<file path="src/sv/svpwm_pkg.sv">
// ----------------------------------------------------------------------------
// svpwm_pkg
// Shared widths, register map, reset values and payload types for the
// min-max zero-sequence SVPWM duty unit.
// ----------------------------------------------------------------------------
package svpwm_pkg;

	// Field and bus widths
	localparam int unsigned DATA_W = 16;
	localparam int unsigned APB_W  = 32;
	localparam int unsigned ADDR_W = 4;

	// Internal arithmetic widths
	localparam int unsigned PH_W  = 32;  // phase values, Q.30, |x| < 2^31
	localparam int unsigned SUM_W = 33;  // max + min
	localparam int unsigned D2_W  = 35;  // doubled duty, Q.31, signed
	localparam int unsigned DQ_W  = D2_W - 15;  // duty after dropping 15 bits

	// round(sqrt(3)/2 * 2^15)
	localparam logic [DATA_W-1:0] SQRT3_HALF_Q15 = 16'd28378;

	// One half in Q.31 doubled-duty scale
	localparam logic signed [D2_W-1:0] ONE_Q30 = D2_W'(64'sd1073741824);

	// Register map (index = paddr[ADDR_W-1:2])
	typedef logic [ADDR_W-3:0] reg_idx_t;
	localparam reg_idx_t REG_DUTY_MIN  = 2'd0;
	localparam reg_idx_t REG_DUTY_MAX  = 2'd1;
	localparam reg_idx_t REG_PWM_FULL  = 2'd2;

	// Register reset values
	localparam logic [DATA_W-1:0] DUTY_MIN_RST = 16'd0;
	localparam logic [DATA_W-1:0] DUTY_MAX_RST = 16'd65535;
	localparam logic [DATA_W-1:0] PWM_FULL_RST = 16'd4000;

	// Configuration seen by the datapath
	typedef struct packed {
		logic [DATA_W-1:0] duty_min;
		logic [DATA_W-1:0] duty_max;
		logic [DATA_W-1:0] pwm_full_count;
	} cfg_t;

	// Three phase values from the inverse Clarke transform
	typedef struct packed {
		logic signed [PH_W-1:0] u;
		logic signed [PH_W-1:0] v;
		logic signed [PH_W-1:0] w;
	} phase_t;

	// Three clamped Q0.16 duties
	typedef struct packed {
		logic [DATA_W-1:0] u;
		logic [DATA_W-1:0] v;
		logic [DATA_W-1:0] w;
	} duty_t;

endpackage

</file>
<file path="src/sv/svpwm_regs.sv">
// ----------------------------------------------------------------------------
// svpwm_regs
// APB register file: duty window and PWM full count.
// ----------------------------------------------------------------------------
module svpwm_regs (
	input  logic                              clk,
	input  logic                              arst_n,
	input  logic                              psel,
	input  logic                              penable,
	input  logic                              pwrite,
	input  logic [svpwm_pkg::ADDR_W-1:0]      paddr,
	input  logic [svpwm_pkg::APB_W-1:0]       pwdata,
	output logic [svpwm_pkg::APB_W-1:0]       prdata,
	output logic                              pready,
	output svpwm_pkg::cfg_t                   cfg
);

	logic                    wr_en;
	svpwm_pkg::reg_idx_t     idx;
	logic [svpwm_pkg::DATA_W-1:0] duty_min_q;
	logic [svpwm_pkg::DATA_W-1:0] duty_max_q;
	logic [svpwm_pkg::DATA_W-1:0] pwm_full_q;

	assign pready = 1'b1;
	assign wr_en  = psel && penable && pwrite;
	assign idx    = paddr[svpwm_pkg::ADDR_W-1:2];

	// Register writes; unmapped index is dropped
	always_ff @(posedge clk or negedge arst_n) begin
		if (!arst_n) begin
			duty_min_q <= svpwm_pkg::DUTY_MIN_RST;
			duty_max_q <= svpwm_pkg::DUTY_MAX_RST;
			pwm_full_q <= svpwm_pkg::PWM_FULL_RST;
		end else if (wr_en) begin
			case (idx)
				svpwm_pkg::REG_DUTY_MIN: duty_min_q <= pwdata[svpwm_pkg::DATA_W-1:0];
				svpwm_pkg::REG_DUTY_MAX: duty_max_q <= pwdata[svpwm_pkg::DATA_W-1:0];
				svpwm_pkg::REG_PWM_FULL: pwm_full_q <= pwdata[svpwm_pkg::DATA_W-1:0];
				default: ;
			endcase
		end
	end

	// Read mux
	always_comb begin
		case (idx)
			svpwm_pkg::REG_DUTY_MIN: prdata = svpwm_pkg::APB_W'(duty_min_q);
			svpwm_pkg::REG_DUTY_MAX: prdata = svpwm_pkg::APB_W'(duty_max_q);
			svpwm_pkg::REG_PWM_FULL: prdata = svpwm_pkg::APB_W'(pwm_full_q);
			default:                 prdata = '0;
		endcase
	end

	assign cfg.duty_min       = duty_min_q;
	assign cfg.duty_max       = duty_max_q;
	assign cfg.pwm_full_count = pwm_full_q;

endmodule

</file>
<file path="config.mk">
export PLATFORM = sky130hd
export DESIGN_NAME = svpwm_regs
export DESIGN_NICKNAME = d
export VERILOG_FILES = /design/src/sv/svpwm_pkg.sv /design/src/sv/svpwm_regs.sv
export SDC_FILE = /design/constraint.sdc
export NUM_CORES = 1
export LEC_CHECK = 0
export ABC_AREA = 0
export BUFFER_PORTS_ARGS = -buffer_cell sky130_fd_sc_hd__buf_4
export CAP_MARGIN = 40
export CORE_UTILIZATION = 45
export DETAILED_ROUTE_END_ITERATION = 6
export PLACE_DENSITY = 0.79
export SKIP_LAST_GASP = 1
export SYNTH_ARGS = -nofsm -noshare
export SYNTH_HDL_FRONTEND = slang
export SYNTH_SLANG_ARGS = --single-unit
</file>
<file path="constraint.sdc">
create_clock -name clk -period 1 [get_ports clk]
set_input_delay 0.05 -clock clk [delete_from_list [all_inputs] [get_ports clk]]
set_output_delay 0.05 -clock clk [all_outputs]
set_load 0.03 [all_outputs]
</file>
==> impl_metrics.py <==
metrics = {
    "run_status": {
        "status": "finished with violations",
        "violations": "negative setup slack",
    },
    "cts": {
        "clk_latency_ps": 290,
        "htree_levels": 2,
        "clockBufferDepth": 2,
        "cts_sinks": 48,
        "cts_buffers": 5,
        "cts_tree": "yes",
        "cts_root_buffer": "clkbuf_8",
        "path_clk_slew_ps": 90,
    },
    "global_routing": {
        "grtUsageMet1_pct": 29.08,
        "antenna_found_initial": 0,
        "grt_max_degree": 28,
        "use_met2_pct": 42.84,
        "gr-total-overflow": 0,
        "grt_pass1_vias": 1951,
        "grtUsageMet3_pct": 3.794,
        "grt_pass1_wl_um": 9853,
        "grt.total_usage_pct": 24.37,
        "grt_busiest_layer": "met2",
    },
    "floorplanning": {
        "core_um2": 4880,
        "die_h_um": 74.42,
        "die_w_um": 74.42,
        "initial_core_util_pct": 48.36,
        "row_count": 25,
        "ioPinCount": 122,
        "die_area_um2": 5538,
    },
    "synthesis": {
        "ys_seq_elements": 48,
        "synth_commonest_cells": "mux2_2 (38), dfrtp_1 (26), dfstp_2 (22)",
        "synth_area_leaders": "dfrtp_1 (28%), dfstp_2 (24%), mux2_2 (18%)",
        "ys_seq_area_share_pct": 52.07,
        "synth-edff-count": 0,
        "syn_area_per_cell_um2": 13.26,
        "ys_async_sr_fraction_pct": 100.0,
        "yosys_warnings": 0,
        "synth_top_area_share_pct": 27.57,
        "synth.most_common_cell": "mux2_2",
        "syn_area_um2": 2360,
        "ys_types": 19,
        "netlist.top_cell.by_area": "dfrtp_1",
        "netlist_instances": 178,
        "synth_top_flop_cell": "dfrtp_1",
    },
    "worst_setup_path": {
        "crit_fanout": 2,
        "ff2ff_setup_slack_ps": 70,
        "r2r-end": "duty_max_q[9]",
        "rr_worst_depth": 3,
        "worst-setup-path-type": "reg -> out",
        "reg2reg_from": "duty_max_q[9]",
        "arrival_ps": 1250,
        "required_ps": 950,
        "startpoint_type": "flop",
        "cp-end-kind": "output port",
    },
    "power_and_ir_drop": {
        "finalPower_mw": 9.071,
        "p_leak_nw": 1.916,
        "power_density_nw_per_um2": 2291,
        "ir_drop_uv": 1211,
    },
    "placed_design": {
        "placed_cells": 335,
        "hpwl_um": 4042,
        "gp_congestion": 0.7449,
        "port_buffers": 86,
    },
    "drt": {
        "routed_wl_um": 6445,
        "vias": 1863,
        "first_iter_violations": 76,
        "ant_nets": 0,
        "firstDrtPassIters": 4,
        "avgRoutedWirePerCell_um": 16.92,
        "via_per_inst": 4.890,
        "post-route-drc-count": 0,
    },
    "timing": {
        "fmax_ghz": 0.7692,
        "min_period_over_period_pct": 130.0,
        "timing.final.ws_setup_ps": -300.0,
        "rsz0062_at_grt": "true",
        "skew_ps": 0,
        "holdWs_ps": 1.785,
        "drv_slew": 0,
        "finalSetupViolCount": 38,
        "fin_crit_ps": 1300,
        "hold_viol": 0,
    },
    "cells_and_area": {
        "drive_above_1_share_pct": 71.66,
        "antennaDiodeCount": 0,
        "layout.nets": 354,
        "syn_to_final_growth_pct": 67.82,
        "stdcell_count": 381,
    },
    "hold_path": {
        "min_from": "pwdata[3]",
        "whs_path_depth": 2,
        "min_to": "duty_min_q[3]",
        "worstHoldPathType": "in -> reg",
    },
    "job": {
        "cap_violations": 0,
    },
}
-- state kept, by name, indices dropped and copies added, names as in the netlist --
register	cells
duty_max_q	16
duty_min_q	16
pwm_full_q	16
-- metal layers --
layer	vias to the layer above	share of wire (%)
met4	0	2.0
met5	-	0
met1	926	40
li1	850	-
met3	13	4.4
met2	74	54
-- what timing repair did --
| item | 4_1_cts | 5_1_grt |
|---|---|---|
| setup buffers | 19 | 18 |
| endpoints found under the hold margin | 57 | 2 |
| gates cloned | 0 | 0 |
| setup endpoints to repair | 38 | 38 |
| pin swaps | 5 | 2 |
| hold buffers | 12 | 2 |
| gates resized for setup | 52 | 16 |
-- area by class of cell --
cell class,count,area [um2]
timing repair buffer,140,1339
sequential,48,1229
multi-input combinational,118,1150
fill,277,919.6
clock inverter,3,90.09
tap,67,83.83
clock buffer,5,68.82
-- cells by family after synthesis --
family                 Yosys count  synth area share [%]
DFF                             48                 52.07
AOI/OAI and AO/OA               16                 3.393
and+or+nand+nor                 21                 4.401
other                            2                0.3183
buffers and inverters           27                 8.536
muxes                           64                 31.28
-- metrics by stage --
stage | instance area (um2) | util, % | TNS (ps) | setup WS (ps)
after floorplan | 2604 | - | -5852 | -201.6
after global placement | 3271 | 67.03 | -7999 | -186.9
after detailed placement | 3271 | 67.03 | -9232 | -219.2
after CTS | 3887 | 79.67 | -6402 | -280.1
after global routing | 3960 | 81.15 | -7944 | -343.9
final | 3960 | 81.15 | -6512 | -300.0
-- power breakdown --
| part | internal, mW | switching (mW) | total, mW |
|---|---|---|---|
| Combinational | 2.08 | 2.12 | 4.20 |
| Sequential | 2.55 | 0.413 | 2.96 |
| Clock | 1.25 | 0.656 | 1.91 |
-- worst max-delay path, cell delays in order, from the launching register on --
cell and delay, ps:
dfstp_2 540, mux2i_1 80, o21ai_2 170, buf_6 160
-- worst max-delay path by stage --
| stage | startpoint | end | slack, ps | depth (start not counted) |
|---|---|---|---|---|
| after floorplan | paddr[3] | duty_max_q[10] | -200 | 5 |
| after global placement | pwrite | duty_max_q[9] | -190 | 5 |
| after detailed placement | pwrite | duty_min_q[9] | -220 | 6 |
| after CTS | duty_max_q[13] | prdata[13] | -280 | 3 |
| after global routing | duty_max_q[13] | prdata[13] | -340 | 3 |
| final | duty_max_q[13] | prdata[13] | -300 | 3 |
-- cells in the final DEF, fill, tap and decap left out, drive strengths merged --
master         n
nand3          1
mux2          48
clkbuf         5
nor3           1
dlygate4sd3   14
mux2i         16
or3b           1
dfrtp         26
dfstp         22
nor3b          1
and2b          1
conb          17
nand2         16
o21ai         16
bufinv         3
buf          126
(Power assumes the default switching activity.)
