**config.mk**
```make
export PLATFORM = sky130hd
export DESIGN_NAME = svpwm_scale
export DESIGN_NICKNAME = d
export VERILOG_FILES = /design/src/sv/svpwm_pkg.sv /design/src/sv/svpwm_scale.sv
export SDC_FILE = /design/constraint.sdc
export NUM_CORES = 2
export LEC_CHECK = 0
export ABC_AREA = 1
export ABC_CLOCK_PERIOD_IN_PS = 5400
export BUFFER_PORTS_ARGS = -buffer_cell sky130_fd_sc_hd__buf_4
export CORE_MARGIN = 5
export CORE_UTILIZATION = 45
export DETAILED_ROUTE_END_ITERATION = 16
export SLEW_MARGIN = 20
export SYNTH_ARGS = -nofsm -noshare
export SYNTH_HDL_FRONTEND = slang
export SYNTH_SLANG_ARGS = --single-unit
```
**constraint.sdc**
```tcl
create_clock -name clk -period 5.4 [get_ports clk]
set_clock_uncertainty 0.15 [all_clocks]
set_input_delay 1.08 -clock clk [delete_from_list [all_inputs] [get_ports clk]]
set_output_delay 1.08 -clock clk [all_outputs]
set_load 0.005 [all_outputs]
```
**src/sv/svpwm_pkg.sv**
```systemverilog
// ----------------------------------------------------------------------------
// svpwm_pkg
// Shared widths, register map, reset values and payload types for the
// min-max zero-sequence SVPWM duty unit.
// ----------------------------------------------------------------------------
package svpwm_pkg;

	// Field and bus widths
	localparam int unsigned DATA_W = 16;
	localparam int unsigned APB_W  = 32;
	localparam int unsigned ADDR_W = 4;

	// Internal arithmetic widths
	localparam int unsigned PH_W  = 32;  // phase values, Q.30, |x| < 2^31
	localparam int unsigned SUM_W = 33;  // max + min
	localparam int unsigned D2_W  = 35;  // doubled duty, Q.31, signed
	localparam int unsigned DQ_W  = D2_W - 15;  // duty after dropping 15 bits

	// round(sqrt(3)/2 * 2^15)
	localparam logic [DATA_W-1:0] SQRT3_HALF_Q15 = 16'd28378;

	// One half in Q.31 doubled-duty scale
	localparam logic signed [D2_W-1:0] ONE_Q30 = D2_W'(64'sd1073741824);

	// Register map (index = paddr[ADDR_W-1:2])
	typedef logic [ADDR_W-3:0] reg_idx_t;
	localparam reg_idx_t REG_DUTY_MIN  = 2'd0;
	localparam reg_idx_t REG_DUTY_MAX  = 2'd1;
	localparam reg_idx_t REG_PWM_FULL  = 2'd2;

	// Register reset values
	localparam logic [DATA_W-1:0] DUTY_MIN_RST = 16'd0;
	localparam logic [DATA_W-1:0] DUTY_MAX_RST = 16'd65535;
	localparam logic [DATA_W-1:0] PWM_FULL_RST = 16'd4000;

	// Configuration seen by the datapath
	typedef struct packed {
		logic [DATA_W-1:0] duty_min;
		logic [DATA_W-1:0] duty_max;
		logic [DATA_W-1:0] pwm_full_count;
	} cfg_t;

	// Three phase values from the inverse Clarke transform
	typedef struct packed {
		logic signed [PH_W-1:0] u;
		logic signed [PH_W-1:0] v;
		logic signed [PH_W-1:0] w;
	} phase_t;

	// Three clamped Q0.16 duties
	typedef struct packed {
		logic [DATA_W-1:0] u;
		logic [DATA_W-1:0] v;
		logic [DATA_W-1:0] w;
	} duty_t;

endpackage

```
**src/sv/svpwm_scale.sv**
```systemverilog
// ----------------------------------------------------------------------------
// svpwm_scale
// Stage 4: duty times full count and duty times bus voltage, floor by 2^16.
// ----------------------------------------------------------------------------
module svpwm_scale (
	input  logic                          clk,
	input  logic                          arst_n,
	input  logic                          in_valid,
	output logic                          in_stall,
	input  svpwm_pkg::duty_t              duty_in,
	input  logic [svpwm_pkg::DATA_W-1:0]  bus_in,
	input  svpwm_pkg::cfg_t               cfg,
	output logic                          out_valid,
	input  logic                          out_stall,
	output logic [svpwm_pkg::DATA_W-1:0]  count_u,
	output logic [svpwm_pkg::DATA_W-1:0]  count_v,
	output logic [svpwm_pkg::DATA_W-1:0]  count_w,
	output logic [svpwm_pkg::DATA_W-1:0]  volt_u,
	output logic [svpwm_pkg::DATA_W-1:0]  volt_v,
	output logic [svpwm_pkg::DATA_W-1:0]  volt_w
);

	localparam int unsigned DW = svpwm_pkg::DATA_W;

	logic            stall_s4, valid_s4;
	logic [2*DW-1:0] pc_u, pc_v, pc_w, pv_u, pv_v, pv_w;
	logic [DW-1:0]   count_u_s4, count_v_s4, count_w_s4;
	logic [DW-1:0]   volt_u_s4, volt_v_s4, volt_w_s4;

	assign stall_s4 = valid_s4 && out_stall;
	assign in_stall = stall_s4;

	// Six independent 16x16 products
	assign pc_u = duty_in.u * cfg.pwm_full_count;
	assign pc_v = duty_in.v * cfg.pwm_full_count;
	assign pc_w = duty_in.w * cfg.pwm_full_count;
	assign pv_u = duty_in.u * bus_in;
	assign pv_v = duty_in.v * bus_in;
	assign pv_w = duty_in.w * bus_in;

	always_ff @(posedge clk or negedge arst_n) begin
		if (!arst_n) begin
			valid_s4 <= 1'b0;
		end else if (!stall_s4) begin
			valid_s4 <= in_valid;
		end
	end

	always_ff @(posedge clk) begin
		if (in_valid && !stall_s4) begin
			count_u_s4 <= pc_u[2*DW-1:DW];
			count_v_s4 <= pc_v[2*DW-1:DW];
			count_w_s4 <= pc_w[2*DW-1:DW];
			volt_u_s4  <= pv_u[2*DW-1:DW];
			volt_v_s4  <= pv_v[2*DW-1:DW];
			volt_w_s4  <= pv_w[2*DW-1:DW];
		end
	end

	assign out_valid = valid_s4;
	assign count_u   = count_u_s4;
	assign count_v   = count_v_s4;
	assign count_w   = count_w_s4;
	assign volt_u    = volt_u_s4;
	assign volt_v    = volt_v_s4;
	assign volt_w    = volt_w_s4;

	// A duty below one gives a count below the full count
	a_count_range: assert property (@(posedge clk) disable iff (!arst_n)
		(valid_s4 && (cfg.pwm_full_count != '0)) |->
			(count_u_s4 < cfg.pwm_full_count) && (count_v_s4 < cfg.pwm_full_count)
			&& (count_w_s4 < cfg.pwm_full_count))
		else $error("compare count out of range");

endmodule

```
==> metrics.txt <==
Mapped Cells=7552; die width=363 um; PnR worst setup slack=-0.446 ns; RSZ-0062 raised after global routing=true; layout net count=10.2k; Die Ht=363 um; number of synthesized flops with an enable pin=96; Max FO, Critical Path=6; Async SR Flop Fraction=0.0103; sequential area share after synthesis=0.0518; drt drc=0; antenna-violating nets left=0; Hold Crit Class=primary input to async pin; kind of critical path=primary input to flip-flop; fin. max-slew vios=0; worst-skew pair later-pin latency=0.46 ns; TritonRoute pass-1 iters=6; f_max=171 MHz; drt wl/cell=17.5 um; row count=129; mapped cell area=56200 um^2; status=complete, but fails checks; Synth Register Bits=97; DRT Wirelength=175000 um; GP Congestion=0.910; worst reg2reg path endpoint=volt_w[9]; vias in the first global route=53.0k; First DRT Iteration DRCs=2935; failing checks=negative setup slack; crit path DAT=5.98 ns; critical path capture point=count_u[4]; Critical Path Start=cfg[7]; CTS root buffer=clkbuf_16; DIE AREA=132000 um^2; Max-cap violations=0; Final Cycle Share=1.08; Starting Density=0.454; CTS Hold Buffers Added=0; gr usage total=0.267; R2R cell count=4; most frequent cell after synthesis=inv_1; Final Critical Period=5.85 ns; number of synthesis warnings=0; endpoint class of the critical path=flip-flop; R2R Setup Slk=3.59 ns; placed insts=9750; vias per cell=4.97; Non-Filler Instances=9987; Final Setup Violations=96; Worst R2R Start=out_valid; Post-Syn Nets=9432; CTS tree=done; clock-pin transition on the worst setup and hold timing paths=0.09 ns; DR vias=49.6k; Core Footprint=124000 um^2; ranking of synthesized cells by area=fa_1, inv_1, nand2_1, ha_1, edfxtp_1; Netlist cell types=33; commonest cells in the synthesized netlist=inv_1, nand2_1, fa_1, ha_1, nor2_1; first-pass GRT wire length=279000 um; CTS buffer count=9; fill count=10.9k; clock sink count=97; total gr overflow=0; worst-margin pin slew=0.744 ns; CTS Buffer Depth=2; syn avg cell area=7.44 um^2; post-synth top area share=0.413; cell taking the most area after synthesis=fa_1; Required @ worst endpoint=5.53 ns; detailed placement HPWL=134000 um; initial antenna violation count=4; largest net degree at the start of global routing=97; relative slew slack=0.504; post-synthesis to final-layout area growth=32.2%; nature of the critical path startpoint=primary input; port buffer count=181; I/O pins=214; layout cells sized above 1=0.273; Final Hold Vio Count=0; Synth Flop Type=edfxtp_1; total number of H-tree levels=3
registers in the layout, summed over array words and instances, names as in the netlist:
register and count:
volt_u 16, out_valid 1, count_w 16, count_u 16, volt_v 16, count_v 16
volt_w 16
final cells by class:
type	count	area, um^2	area share
multi-input combinational	4886	49200	0.662
tap	1637	2050	0.0276
clock inverter	6	41.3	0.000556
sequential	97	2910	0.0392
timing repair buffer	1085	11300	0.153
inverter	2265	8520	0.115
clock buffer	10	229	0.00308
antenna	1	2.50	0.0000337
kinds of logic (layout without fill, tap and decap cells):
family | after synthesis | after routing | share of synthesized area
AOI/OAI and AO/OA | 375 | 375 | 0.0354
xor gates and xnor gates | 35 | 35 | 0.00546
adders and majority gates | 1764 | 1764 | 0.548
buffers and inverters | 2569 | 3366 | 0.172
DFF | 97 | 97 | 0.0518
other | 0 | 1 | 0
and+or+nand+nor | 2712 | 2712 | 0.188
through the flow:
step	setup WS (ns)	TNS, ns	util	area, um^2	hold slack [ns]
finish	-0.446	-32.97	0.600	74200	0.226
global route	-0.599	-44.90	0.600	74200	0.200
CTS	-0.355	-22.47	0.579	71700	0.185
detailed placement	-1.11	-91.61	0.531	65800	0.351
global placement	-1.13	-89.04	0.531	65800	0.325
floorplan	-0.517	-37.10	-	59200	0.333
routing by layer:
metal	GRT usage	up-vias	part of all wire
met5	0	-	0.000063
met4	0.0949	2	0.040
met3	0.0421	380	0.064
met2	0.462	1403	0.49
met1	0.342	24709	0.41
li1	-	23151	-
worst max-delay path, stage by stage:
cell     delay [ns]
buf_16         0.12
buf_16         0.13
buf_12         0.10
buf_6          0.10
nand2_4        0.04
fa_1           0.48
inv_1          0.05
fa_1           0.47
inv_1          0.05
fa_1           0.48
inv_1          0.05
fa_1           0.48
fa_1           0.50
inv_1          0.05
fa_1           0.49
inv_2          0.05
ha_4           0.28
buf_6          0.13
nand2_8        0.07
nor2_4         0.10
inv_4          0.07
nor2_4         0.13
nand4_1        0.14
nand3_1        0.12
xor2_1         0.21
repair_timing:
item                       in CTS  in global routing
resized for setup             998                540
pin swaps                     398                479
gates cloned                   33                  4
setup buffers                 116                 83
setup endpoints to repair      96                 96
how the worst min path moves through the flow:
stage	startpoint	endpoint	slack (ns)	depth (start not counted)
after floorplan	out_valid	out_valid	0.33	2
after global placement	out_valid	out_valid	0.32	2
after detailed placement	out_valid	out_valid	0.35	2
after CTS	arst_n	out_valid	0.18	1
after global routing	arst_n	out_valid	0.20	1
final	arst_n	out_valid	0.23	1
cell usage in the layout, fill, tap and decap left out, types with 21 or more instances in the layout:
cell type	synthesis	routed
o21ai_0	115	22
nor2_1	278	148
nand3_1	140	94
nand2_4	0	71
a21o_1	24	24
nand2_2	6	220
a21oi_2	0	82
fa_2	0	96
fa_1	1158	1062
a21oi_1	204	62
ha_1	606	522
buf_16	0	56
nand3_2	0	43
inv_1	2265	2029
nand2_8	0	23
buf_6	0	131
nor3_2	0	21
o21ai_4	0	34
nor2_4	4	73
a21oi_4	0	60
nand2_1	2207	1899
buf_8	0	33
o21ai_2	2	35
edfxtp_1	96	96
ha_4	0	78
o21ai_1	10	36
buf_12	0	83
nor2_2	1	62
buf_4	2	769
inv_2	0	227
Power is not shown: default switching activity piles up to over one toggle a cycle in this logic, so the estimate is an artifact.
