**config.mk**
```make
export PLATFORM = sky130hd
export DESIGN_NAME = svpwm_duty
export DESIGN_NICKNAME = d
export VERILOG_FILES = /design/src/sv/svpwm_pkg.sv /design/src/sv/svpwm_duty.sv
export SDC_FILE = /design/constraint.sdc
export NUM_CORES = 1
export LEC_CHECK = 0
export CORE_MARGIN = 3
export CORE_UTILIZATION = 60
export CTS_BUF_LIST = sky130_fd_sc_hd__clkbuf_4 sky130_fd_sc_hd__clkbuf_8
export DETAILED_ROUTE_END_ITERATION = 16
export DONT_BUFFER_PORTS = 1
export HOLD_SLACK_MARGIN = 0.08
export PLACE_DENSITY = 0.87
export SYNTH_ARGS = -nofsm -noshare
export SYNTH_HDL_FRONTEND = slang
export SYNTH_SLANG_ARGS = --single-unit
```
**constraint.sdc**
```tcl
create_clock -name clk -period 12.2 [get_ports clk]
set_input_delay 1.22 -clock clk [delete_from_list [all_inputs] [get_ports clk]]
set_output_delay 1.22 -clock clk [all_outputs]
set_load 0.03 [all_outputs]
```
**src/sv/svpwm_pkg.sv**
```systemverilog
// ----------------------------------------------------------------------------
// svpwm_pkg
// Shared widths, register map, reset values and payload types for the
// min-max zero-sequence SVPWM duty unit.
// ----------------------------------------------------------------------------
package svpwm_pkg;

	// Field and bus widths
	localparam int unsigned DATA_W = 16;
	localparam int unsigned APB_W  = 32;
	localparam int unsigned ADDR_W = 4;

	// Internal arithmetic widths
	localparam int unsigned PH_W  = 32;  // phase values, Q.30, |x| < 2^31
	localparam int unsigned SUM_W = 33;  // max + min
	localparam int unsigned D2_W  = 35;  // doubled duty, Q.31, signed
	localparam int unsigned DQ_W  = D2_W - 15;  // duty after dropping 15 bits

	// round(sqrt(3)/2 * 2^15)
	localparam logic [DATA_W-1:0] SQRT3_HALF_Q15 = 16'd28378;

	// One half in Q.31 doubled-duty scale
	localparam logic signed [D2_W-1:0] ONE_Q30 = D2_W'(64'sd1073741824);

	// Register map (index = paddr[ADDR_W-1:2])
	typedef logic [ADDR_W-3:0] reg_idx_t;
	localparam reg_idx_t REG_DUTY_MIN  = 2'd0;
	localparam reg_idx_t REG_DUTY_MAX  = 2'd1;
	localparam reg_idx_t REG_PWM_FULL  = 2'd2;

	// Register reset values
	localparam logic [DATA_W-1:0] DUTY_MIN_RST = 16'd0;
	localparam logic [DATA_W-1:0] DUTY_MAX_RST = 16'd65535;
	localparam logic [DATA_W-1:0] PWM_FULL_RST = 16'd4000;

	// Configuration seen by the datapath
	typedef struct packed {
		logic [DATA_W-1:0] duty_min;
		logic [DATA_W-1:0] duty_max;
		logic [DATA_W-1:0] pwm_full_count;
	} cfg_t;

	// Three phase values from the inverse Clarke transform
	typedef struct packed {
		logic signed [PH_W-1:0] u;
		logic signed [PH_W-1:0] v;
		logic signed [PH_W-1:0] w;
	} phase_t;

	// Three clamped Q0.16 duties
	typedef struct packed {
		logic [DATA_W-1:0] u;
		logic [DATA_W-1:0] v;
		logic [DATA_W-1:0] w;
	} duty_t;

endpackage

```
**src/sv/svpwm_duty.sv**
```systemverilog
// ----------------------------------------------------------------------------
// svpwm_duty
// Stage 3: zero-sequence injection, one-half offset, window clamp.
// ----------------------------------------------------------------------------
module svpwm_duty (
	input  logic                                   clk,
	input  logic                                   arst_n,
	input  logic                                   in_valid,
	output logic                                   in_stall,
	input  svpwm_pkg::phase_t                      ph_in,
	input  logic signed [svpwm_pkg::SUM_W-1:0]     mm_sum_in,
	input  logic [svpwm_pkg::DATA_W-1:0]           bus_in,
	input  svpwm_pkg::cfg_t                        cfg,
	output logic                                   out_valid,
	input  logic                                   out_stall,
	output svpwm_pkg::duty_t                       duty_out,
	output logic [svpwm_pkg::DATA_W-1:0]           bus_out
);

	localparam int unsigned DW = svpwm_pkg::DATA_W;

	logic              stall_s3, valid_s3;
	svpwm_pkg::duty_t  duty_c, duty_s3;
	logic [DW-1:0]     bus_s3;

	// Doubled duty 2x - max - min + 2^30, floor by 2^15, clamp low then high
	function automatic logic [DW-1:0] phase_duty(
		input logic signed [svpwm_pkg::PH_W-1:0]  x,
		input logic signed [svpwm_pkg::SUM_W-1:0] s,
		input logic [DW-1:0]                      dmin,
		input logic [DW-1:0]                      dmax
	);
		logic signed [svpwm_pkg::D2_W-1:0] d2;
		logic signed [svpwm_pkg::DQ_W-1:0] dq, dl, lo, hi;
		d2 = $signed({{2{x[svpwm_pkg::PH_W-1]}}, x, 1'b0})
			- $signed({{2{s[svpwm_pkg::SUM_W-1]}}, s}) + svpwm_pkg::ONE_Q30;
		dq = d2[svpwm_pkg::D2_W-1:15];
		lo = $signed({{(svpwm_pkg::DQ_W-DW){1'b0}}, dmin});
		hi = $signed({{(svpwm_pkg::DQ_W-DW){1'b0}}, dmax});
		dl = (dq < lo) ? lo : dq;
		return (dl > hi) ? dmax : dl[DW-1:0];
	endfunction

	assign stall_s3 = valid_s3 && out_stall;
	assign in_stall = stall_s3;

	assign duty_c.u = phase_duty(ph_in.u, mm_sum_in, cfg.duty_min, cfg.duty_max);
	assign duty_c.v = phase_duty(ph_in.v, mm_sum_in, cfg.duty_min, cfg.duty_max);
	assign duty_c.w = phase_duty(ph_in.w, mm_sum_in, cfg.duty_min, cfg.duty_max);

	always_ff @(posedge clk or negedge arst_n) begin
		if (!arst_n) begin
			valid_s3 <= 1'b0;
		end else if (!stall_s3) begin
			valid_s3 <= in_valid;
		end
	end

	always_ff @(posedge clk) begin
		if (in_valid && !stall_s3) begin
			duty_s3 <= duty_c;
			bus_s3  <= bus_in;
		end
	end

	assign out_valid = valid_s3;
	assign duty_out  = duty_s3;
	assign bus_out   = bus_s3;

	// Upper bound is applied last, so no duty exceeds duty_max
	a_duty_max: assert property (@(posedge clk) disable iff (!arst_n)
		valid_s3 |-> (duty_s3.u <= cfg.duty_max) && (duty_s3.v <= cfg.duty_max)
			&& (duty_s3.w <= cfg.duty_max))
		else $error("duty above window");

	// With an ordered window no duty falls below duty_min
	a_duty_min: assert property (@(posedge clk) disable iff (!arst_n)
		(valid_s3 && (cfg.duty_min <= cfg.duty_max)) |->
			(duty_s3.u >= cfg.duty_min) && (duty_s3.v >= cfg.duty_min)
			&& (duty_s3.w >= cfg.duty_min))
		else $error("duty below window");

endmodule

```
==> results.ini <==
[critical_path]
cp_common_cell = ha_1
worstPathRequired_ns = 12.29
crit_slowest_cell = a311oi_4
r2r_setup_slack_ns = 10.05
arrival_ns = 9.90
crit_path_start_kind = input port
worstSetupPathType = in2reg
critPathMaxFanout = 20
path_buf_inv = 2
crit_path_end_kind = flop
crit_family = compound AO/OA/AOI/OAI gates
cp_slowest_stage_delay_ns = 0.99

[sta]
tightest_slew_ns = 1.21
relSlewSlack_pct = 19.6
fin_ws_ns = 2.39
whs_ns = 0.569
tns_ns = 0
finalHoldViolCount = 0
finalCriticalPeriod_ns = 9.81
setup_viol = 0
fmax_mhz = 102
fin_crit_sh_pct = 80.4
final-max-slew-violation-count = 0
rsz0062_at_grt = false
fin_skew_ns = 0.0137

[detailed_routing]
vias_per_cell = 6.58
routed_wl_um = 27500
wl_per_cell_um = 21.1
antenna_left = 0
dr.pass1.iters = 5
drt_iter0_drc = 505
vias = 8583
drc = 0

[place]
dp_slack_ns = 2.22
place_area_mm2 = 0.0107
port_buffers = 0
place_congestion = 0.994
hpwl_um = 23500

[cts]
clk_latency_ns = 0.35
cts_sinks = 65
cts-resized-gates = 0
post_cts_buffers = 0
cts_tree = built
clkSlewWorstSetupHoldPaths_ns = 0.07
clockRootBuffer = clkbuf_8
clk_path_buf_depth = 2
cts_hold_buf = 0
cts-htree-levels = 3
numCtsBuffers = 9

[layout]
drive_gt1_share_pct = 11.0
postLayoutCellArea_mm2 = 0.0108
final_cell_mix = 288 x ha_1, 93 x inv_1, 70 x mux2_2
area_delta_synth_final_pct = 3.91
final_common_cell = ha_1
fin_nets = 1566
antenna_cells = 0

[floorplan]
die_area_mm2 = 0.0190
coreArea_mm2 = 0.0168
ioPinCount = 263
die_h_um = 138
initial_utilization_pct = 62.1
rows = 47
die_w_um = 138

[pwr]
swShare_pct = 43.6
seqPwrFrac_pct = 27.6
clkPwrFrac_pct = 13.4
p_sw_mw = 0.582
irDropWorstVdd_uv = 73.7
leakagePower_nw = 5.37
comb_power_share_pct = 59.0
power_density_mw_per_mm2 = 123
cellInternalPower_mw = 0.752

[global_route]
grt_overflow = 0
grt_max_degree = 58
track_usage_pct = 27.9
grt_pass1_vias = 8597
grt_antenna_before_repair = 0
grt_pass1_wl_um = 41800

[run_status]
outcome = completed

[min_path]
hp-class = in2async

[yosys]
ys_ff_latch = 65
async_flop_share_pct = 1.54
synth.avg_cell_area_um2 = 9.63
synthFlopType = edfxtp_1
syn_area_mm2 = 0.0104
yosys_warnings = 0
seq_area_frac_synth_pct = 18.7
synth_cells = 1084
synth_cell_types = 80
synth_edf_count = 64
syn_nets = 1569

[run]
drv_cap = 0

==> cell families after synthesis <==
family	Yosys count	share of synthesized area, %
muxes	84	9.33
adders and majority gates	288	34.5
AOI/OAI and AO/OA	274	18.5
and+or+nand+nor	226	11.7
buffers and inverters	108	4.03
xor gates and xnor gates	39	3.27
DFF	65	18.7
==> Yosys cell counts, types with 7 or more instances <==
master / n / area, µm²
nor2_1: 50 / 188
nand2b_1: 10 / 62.6
and2_1: 7 / 43.8
mux2_4: 9 / 135
nor3_1: 9 / 45.0
a21o_1: 58 / 435
inv_1: 93 / 349
mux2_2: 70 / 788
xnor2_1: 28 / 245
nand4_1: 22 / 138
and3_1: 9 / 56.3
a211oi_1: 14 / 105
xor2_1: 11 / 96.3
a21oi_1: 63 / 315
o21a_1: 12 / 90.1
nand3_1: 22 / 110
a31oi_1: 9 / 56.3
o21ai_0: 39 / 195
clkbuf_1: 8 / 30.0
ha_1: 288 / 3600
nor2b_1: 15 / 93.8
edfxtp_1: 64 / 1920
nand2_1: 44 / 165
==> flip-flops by register name, indices dropped and copies added, names as in the netlist <==
signal and cells:
bus_out 16, duty_out 48, out_valid 1
==> metal layers <==
metal | GRT usage [%] | vias to the layer above | routed length, µm
li1 | - | 4158 | -
met1 | 30.6 | 3962 | 10300
met2 | 50.8 | 374 | 13400
met3 | 7.80 | 89 | 2490
met4 | 11.0 | 0 | 1310
met5 | 0 | - | 0
==> metrics by stage <==
| step | power, mW | cells | util, % |
|---|---|---|---|
| 3_3_place_gp | 1.10 | 1290 | 63.4 |
| 4_1_cts | 1.32 | 1305 | 64.5 |
| 6_report | 1.33 | 1305 | 64.5 |
| 5_1_grt | 1.42 | 1305 | 64.5 |
| 3_5_place_dp | 1.14 | 1290 | 63.4 |
| 2_1_floorplan | 0.964 | 1084 | - |
==> cell type report <==
cell class | count | area, µm²
Fill cell | 1359 | 5970
Multi-Input combinational cell | 911 | 8080
Tap cell | 220 | 275
Timing Repair Buffer | 1 | 7.51
Clock buffer | 12 | 146
Clock inverter | 3 | 42.5
Sequential cell | 65 | 1950
Inverter | 93 | 349
==> path summary, 6_finish.rpt <==
check | endpoint | from | cells past startpoint
max in group asynchronous | out_valid$_DFFE_PN0N_ | arst_n | 0
min | out_valid$_DFFE_PN0N_ | arst_n | 0
max reg2reg | duty_out[45]$_DFFE_PP_ | out_valid$_DFFE_PN0N_ | 3
min reg2reg | out_valid$_DFFE_PN0N_ | out_valid$_DFFE_PN0N_ | 2
max | duty_out[19]$_DFFE_PP_ | mm_sum_in[14] | 30
min in group clk | bus_out[12]$_DFFE_PP_ | bus_in[12] | 0
==> worst reg2reg max path, delay by kind of cell, from the launching register on <==
kind	cells	cell delay (ns)
DFF	1	0.49
and+or+nand+nor	2	0.63
buffers and inverters	1	0.62
==> power by group through the flow <==
stage                     clock network (mW)  registers (mW)  logic (mW)
after floorplan                            0           0.368       0.596
after global placement                     0           0.372       0.730
after detailed placement                   0           0.373       0.762
after CTS                              0.181           0.368       0.772
after global routing                   0.189           0.370       0.863
final                                  0.179           0.368       0.787
(Power assumes the default switching activity.)
