[src/sv/svpwm_pkg.sv]
// ----------------------------------------------------------------------------
// svpwm_pkg
// Shared widths, register map, reset values and payload types for the
// min-max zero-sequence SVPWM duty unit.
// ----------------------------------------------------------------------------
package svpwm_pkg;

	// Field and bus widths
	localparam int unsigned DATA_W = 16;
	localparam int unsigned APB_W  = 32;
	localparam int unsigned ADDR_W = 4;

	// Internal arithmetic widths
	localparam int unsigned PH_W  = 32;  // phase values, Q.30, |x| < 2^31
	localparam int unsigned SUM_W = 33;  // max + min
	localparam int unsigned D2_W  = 35;  // doubled duty, Q.31, signed
	localparam int unsigned DQ_W  = D2_W - 15;  // duty after dropping 15 bits

	// round(sqrt(3)/2 * 2^15)
	localparam logic [DATA_W-1:0] SQRT3_HALF_Q15 = 16'd28378;

	// One half in Q.31 doubled-duty scale
	localparam logic signed [D2_W-1:0] ONE_Q30 = D2_W'(64'sd1073741824);

	// Register map (index = paddr[ADDR_W-1:2])
	typedef logic [ADDR_W-3:0] reg_idx_t;
	localparam reg_idx_t REG_DUTY_MIN  = 2'd0;
	localparam reg_idx_t REG_DUTY_MAX  = 2'd1;
	localparam reg_idx_t REG_PWM_FULL  = 2'd2;

	// Register reset values
	localparam logic [DATA_W-1:0] DUTY_MIN_RST = 16'd0;
	localparam logic [DATA_W-1:0] DUTY_MAX_RST = 16'd65535;
	localparam logic [DATA_W-1:0] PWM_FULL_RST = 16'd4000;

	// Configuration seen by the datapath
	typedef struct packed {
		logic [DATA_W-1:0] duty_min;
		logic [DATA_W-1:0] duty_max;
		logic [DATA_W-1:0] pwm_full_count;
	} cfg_t;

	// Three phase values from the inverse Clarke transform
	typedef struct packed {
		logic signed [PH_W-1:0] u;
		logic signed [PH_W-1:0] v;
		logic signed [PH_W-1:0] w;
	} phase_t;

	// Three clamped Q0.16 duties
	typedef struct packed {
		logic [DATA_W-1:0] u;
		logic [DATA_W-1:0] v;
		logic [DATA_W-1:0] w;
	} duty_t;

endpackage

[src/sv/svpwm_clarke.sv]
// ----------------------------------------------------------------------------
// svpwm_clarke
// Stage 1: inverse Clarke transform. Stage 2: max + min of the phases.
// ----------------------------------------------------------------------------
module svpwm_clarke (
	input  logic                                   clk,
	input  logic                                   arst_n,
	input  logic                                   in_valid,
	output logic                                   in_stall,
	input  logic signed [svpwm_pkg::DATA_W-1:0]    v_alpha,
	input  logic signed [svpwm_pkg::DATA_W-1:0]    v_beta,
	input  logic [svpwm_pkg::DATA_W-1:0]           bus_in,
	output logic                                   out_valid,
	input  logic                                   out_stall,
	output svpwm_pkg::phase_t                      ph_out,
	output logic signed [svpwm_pkg::SUM_W-1:0]     mm_sum_out,
	output logic [svpwm_pkg::DATA_W-1:0]           bus_out
);

	localparam int unsigned PW = svpwm_pkg::PH_W;

	logic                   stall_s1, stall_s2;
	logic                   valid_s1, valid_s2;
	logic signed [PW-1:0]   a_full, a_half, bk;
	logic signed [PW:0]     bk_full;
	svpwm_pkg::phase_t      ph_c;
	svpwm_pkg::phase_t      ph_s1, ph_s2;
	logic [svpwm_pkg::DATA_W-1:0] bus_s1, bus_s2;
	logic signed [PW-1:0]   max_uv, min_uv, ph_max, ph_min;
	logic signed [svpwm_pkg::SUM_W-1:0] mm_sum_s2;

	// Stall chain
	assign stall_s2 = valid_s2 && out_stall;
	assign stall_s1 = valid_s1 && stall_s2;
	assign in_stall = stall_s1;

	// Inverse Clarke: u = a*2^15, v,w = -a*2^14 +/- b*K
	assign a_full  = {v_alpha[15], v_alpha, 15'd0};
	assign a_half  = {{2{v_alpha[15]}}, v_alpha, 14'd0};
	assign bk_full = v_beta * $signed({1'b0, svpwm_pkg::SQRT3_HALF_Q15});
	assign bk      = bk_full[PW-1:0];
	assign ph_c.u  = a_full;
	assign ph_c.v  = bk - a_half;
	assign ph_c.w  = -a_half - bk;

	always_ff @(posedge clk or negedge arst_n) begin
		if (!arst_n) begin
			valid_s1 <= 1'b0;
		end else if (!stall_s1) begin
			valid_s1 <= in_valid;
		end
	end

	always_ff @(posedge clk) begin
		if (in_valid && !stall_s1) begin
			ph_s1  <= ph_c;
			bus_s1 <= bus_in;
		end
	end

	// Max and min of the three phases
	assign max_uv = (ph_s1.v > ph_s1.u) ? ph_s1.v : ph_s1.u;
	assign min_uv = (ph_s1.v < ph_s1.u) ? ph_s1.v : ph_s1.u;
	assign ph_max = (ph_s1.w > max_uv) ? ph_s1.w : max_uv;
	assign ph_min = (ph_s1.w < min_uv) ? ph_s1.w : min_uv;

	always_ff @(posedge clk or negedge arst_n) begin
		if (!arst_n) begin
			valid_s2 <= 1'b0;
		end else if (!stall_s2) begin
			valid_s2 <= valid_s1;
		end
	end

	always_ff @(posedge clk) begin
		if (valid_s1 && !stall_s2) begin
			ph_s2     <= ph_s1;
			bus_s2    <= bus_s1;
			mm_sum_s2 <= {ph_max[PW-1], ph_max} + {ph_min[PW-1], ph_min};
		end
	end

	assign out_valid  = valid_s2;
	assign ph_out     = ph_s2;
	assign mm_sum_out = mm_sum_s2;
	assign bus_out    = bus_s2;

	// Inverse Clarke output is balanced: u + v + w == 0
	a_balanced: assert property (@(posedge clk) disable iff (!arst_n)
		valid_s1 |-> ({{2{ph_s1.u[PW-1]}}, ph_s1.u} + {{2{ph_s1.v[PW-1]}}, ph_s1.v}
			+ {{2{ph_s1.w[PW-1]}}, ph_s1.w}) == '0)
		else $error("phase sum not zero");

	// Stage 2 holds its request while stalled downstream
	a_s2_hold: assert property (@(posedge clk) disable iff (!arst_n)
		stall_s2 |=> valid_s2 && $stable(mm_sum_s2))
		else $error("stage 2 lost a stalled request");

endmodule

[config.mk]
export PLATFORM = sky130hd
export DESIGN_NAME = svpwm_clarke
export DESIGN_NICKNAME = d
export VERILOG_FILES = /design/src/sv/svpwm_pkg.sv /design/src/sv/svpwm_clarke.sv
export SDC_FILE = /design/constraint.sdc
export NUM_CORES = 1
export LEC_CHECK = 0
export ABC_AREA = 1
export BUFFER_PORTS_ARGS = -buffer_cell sky130_fd_sc_hd__buf_4
export CELL_PAD_IN_SITES_DETAIL_PLACEMENT = 0
export CELL_PAD_IN_SITES_GLOBAL_PLACEMENT = 1
export CORE_MARGIN = 2
export CORE_UTILIZATION = 40
export CTS_CLUSTER_SIZE = 16
export DETAILED_ROUTE_END_ITERATION = 12
export PLACE_DENSITY_LB_ADDON = 0.1
export SLEW_MARGIN = 25
export SYNTH_ARGS = -nofsm -noshare
export SYNTH_HDL_FRONTEND = slang
export SYNTH_SLANG_ARGS = --single-unit
[constraint.sdc]
create_clock -name clk -period 6.4 [get_ports clk]
set_input_delay 0.64 -clock clk [delete_from_list [all_inputs] [get_ports clk]]
set_output_delay 0.64 -clock clk [all_outputs]
set_load 0.01 [all_outputs]
==> impl_metrics.yaml <==
logic_synthesis:
  ys_seq_area_share_pct: 31.9
  yosysWarnings: 0
  synth_edf_count: 218
  yosysTopAreaCell: "edfxtp_1"
  syn_avg_cell_area_um2: 8.66
  synth-main-ff-cell: "edfxtp_1"
  yosys.cell_types.count: 48
  syn_area_um2: 20700
  syn-instance-count: 2391
  synth-seq-cells: 220
  synth.area.top_cells: "edfxtp_1, ha_1, fa_1"
  yosysTopAreaCellShare_pct: 31.6
  synth-async-reset-ratio_pct: 0.909
setup_path:
  path_class: "in -> reg"
  crit_path_end_kind: "flop"
  timing.rr.start: "ph_s1[94]"
  cp_top_family: "adder cells"
  cp_num_buf_inv: 12
  crit_path_frequent_cell: "fa_1"
  cp_max_fo: 4
  start_kind: "input port"
  cp.arrival_ns: 6.77
  ff2ff_path_depth: 37
  cpPeakStageDelay_ns: 0.53
  rr_endpoint: "mm_sum_out[19]"
  r2r_slack_ns: 0.45
  crit_slowest_cell: "fa_1"
  cp.required_ns: 6.71
global_routing:
  grt-ovfl-total: 0
  grt_pass1_vias: 18541
  grt_max_degree: 105
  antenna_found_initial: 0
  grt_pass1_wl_mm: 99.9
  groute.usage.overall_pct: 24.0
worst_hold_path:
  hold_path.startpoint: "bus_in[1]"
  hold_class: "in -> reg"
  min_delay_path_depth: 1
  whs_endpoint: "bus_s1[1]"
floorplan:
  start_util_pct: 40.4
  fp.dieH_um: 232
  dieArea_um2: 53600
  row_count: 83
  ios: 199
  core_area_um2: 51200
  dieWidth_um: 232
drt:
  wl_per_cell_um: 17.4
  drt-total-wl_mm: 64.2
  viasPerCell: 4.87
  vias: 17923
  first_iter_violations: 851
  ant_nets: 0
  drc: 0
  drt_pass1_iterations: 5
timing:
  finalCritPeriodShare_pct: 101
  rsz0062_at_grt: "yes"
  drv_slew: 0
  layout_min_cycle_time_ns: 6.46
  fmax_mhz: 155
  hold_viol_final: 0
  setup_ws_ns: -0.0606
  slew-limit-headroom_pct: 44.8
  fin_skew_ns: 0.0170
  finalSetupViolCount: 4
  worstMarginPinSlew_ns: 0.828
clocking:
  cts_buffer_depth: 3
  clock_latency_ns: 0.56
  numCtsBuffers: 26
  cts_root_buf: "clkbuf_16"
  h-tree-depth: 1
  clkSlewWorstSetupHoldPaths_ns: 0.06
  clock-sinks: 220
  cts_tree: "yes"
finish:
  multiInputGateArea_um2: 14000
  syn2layout_area_growth_pct: 38.2
  fillers: 4642
  nets: 3429
  drive_above_1_share_pct: 31.5
  mostFrequentLayoutCells: "buf_4, nand2_1, inv_1"
  ff_latch_area_um2: 6600
  layout_commonest_cell: "buf_4"
  diodes: 0
flow_run:
  drv_cap: 0
outcome:
  violations: "negative setup slack"
  status: "finished with violations"
placement:
  port-buffer-count: 180
  pre_cts_slack_ns: -1.21
  hpwl_mm: 54.6
  gp_congestion: 0.876
==> synthesized netlist by cell type, drive strengths merged (3+ instances only) <==
| cell | number |
|---|---|
| nand4 | 20 |
| o211ai | 4 |
| xor2 | 73 |
| nor2 | 118 |
| fa | 123 |
| buf | 42 |
| or2 | 17 |
| a21oi | 144 |
| o21ai | 75 |
| a21boi | 7 |
| nor4 | 10 |
| nand2 | 537 |
| o21bai | 9 |
| a21o | 18 |
| clkbuf | 7 |
| a31oi | 6 |
| xnor2 | 19 |
| inv | 442 |
| edfxtp | 218 |
| o221ai | 3 |
| o21a | 8 |
| nand3 | 177 |
| nor3 | 15 |
| ha | 275 |
| nand3b | 8 |
==> layer usage <==
layer  vias up  routed length (um)  global-route usage, %
li1       8954                   -                      -
met1      8514               27700                   30.5
met2       357               32100                   43.2
met3        98                2490                   2.40
met4         0                1870                   6.90
met5         -                   0                      0
==> layout make-up <==
cell class                 instances  share of cell area [%]
multi-input combinational       1697                    48.8
sequential                       220                    23.0
timing repair buffer             592                    16.3
inverter                         442                    5.88
tap                              680                    2.97
clock buffer                      35                    2.47
clock inverter                    13                   0.555
==> cell families after synthesis <==
logic type / share of synthesized area (%)
xor+xnor: 3.89
compound gates: 7.63
other cells: 0.0181
buf+inv: 9.52
fa+ha+maj: 28.5
flops: 31.9
simple gates: 18.6
==> how the worst max path moves through the flow <==
stage,from,to,cells after the start
final,v_beta[10],ph_s1[31],32
after detailed placement,v_beta[11],ph_s1[29],30
after global placement,v_beta[11],ph_s1[29],30
after CTS,v_beta[5],ph_s1[29],30
after global routing,v_beta[5],ph_s1[31],31
after floorplan,v_beta[5],ph_s1[27],32
==> flip-flops by register name, indices dropped and copies added, names as in the netlist <==
name and flops:
bus_s1 16, bus_out 16, ph_s1 77, mm_sum_out 32
out_valid 1, ph_out 77, valid_s1 1
==> metrics by stage <==
step / TNS [ns] / area, um2 / utilization [%] / hold slack [ns] / cells
after floorplan: 0 / 21400 / - / 0.344 / 2408
after detailed placement: -20.54 / 26200 / 51.1 / 0.406 / 3594
after global routing: -1.61 / 28600 / 55.9 / 0.244 / 3679
after CTS: -0.0118 / 27800 / 54.3 / 0.235 / 3664
final: -0.0980 / 28600 / 55.9 / 0.266 / 3679
after global placement: -20.36 / 26200 / 51.1 / 0.401 / 3594
==> what timing repair did <==
action | 4_1_cts | 5_1_grt
pin swaps | 120 | 104
endpoints found under the hold margin | 2 | 0
setup buffers | 21 | 14
resized for setup | 143 | 165
hold buffers | 1 | 0
setup endpoints to repair | 16 | 54
cloned | 0 | 1
Power is not shown: default switching activity piles up to over one toggle a cycle in this logic, so the estimate is an artifact.
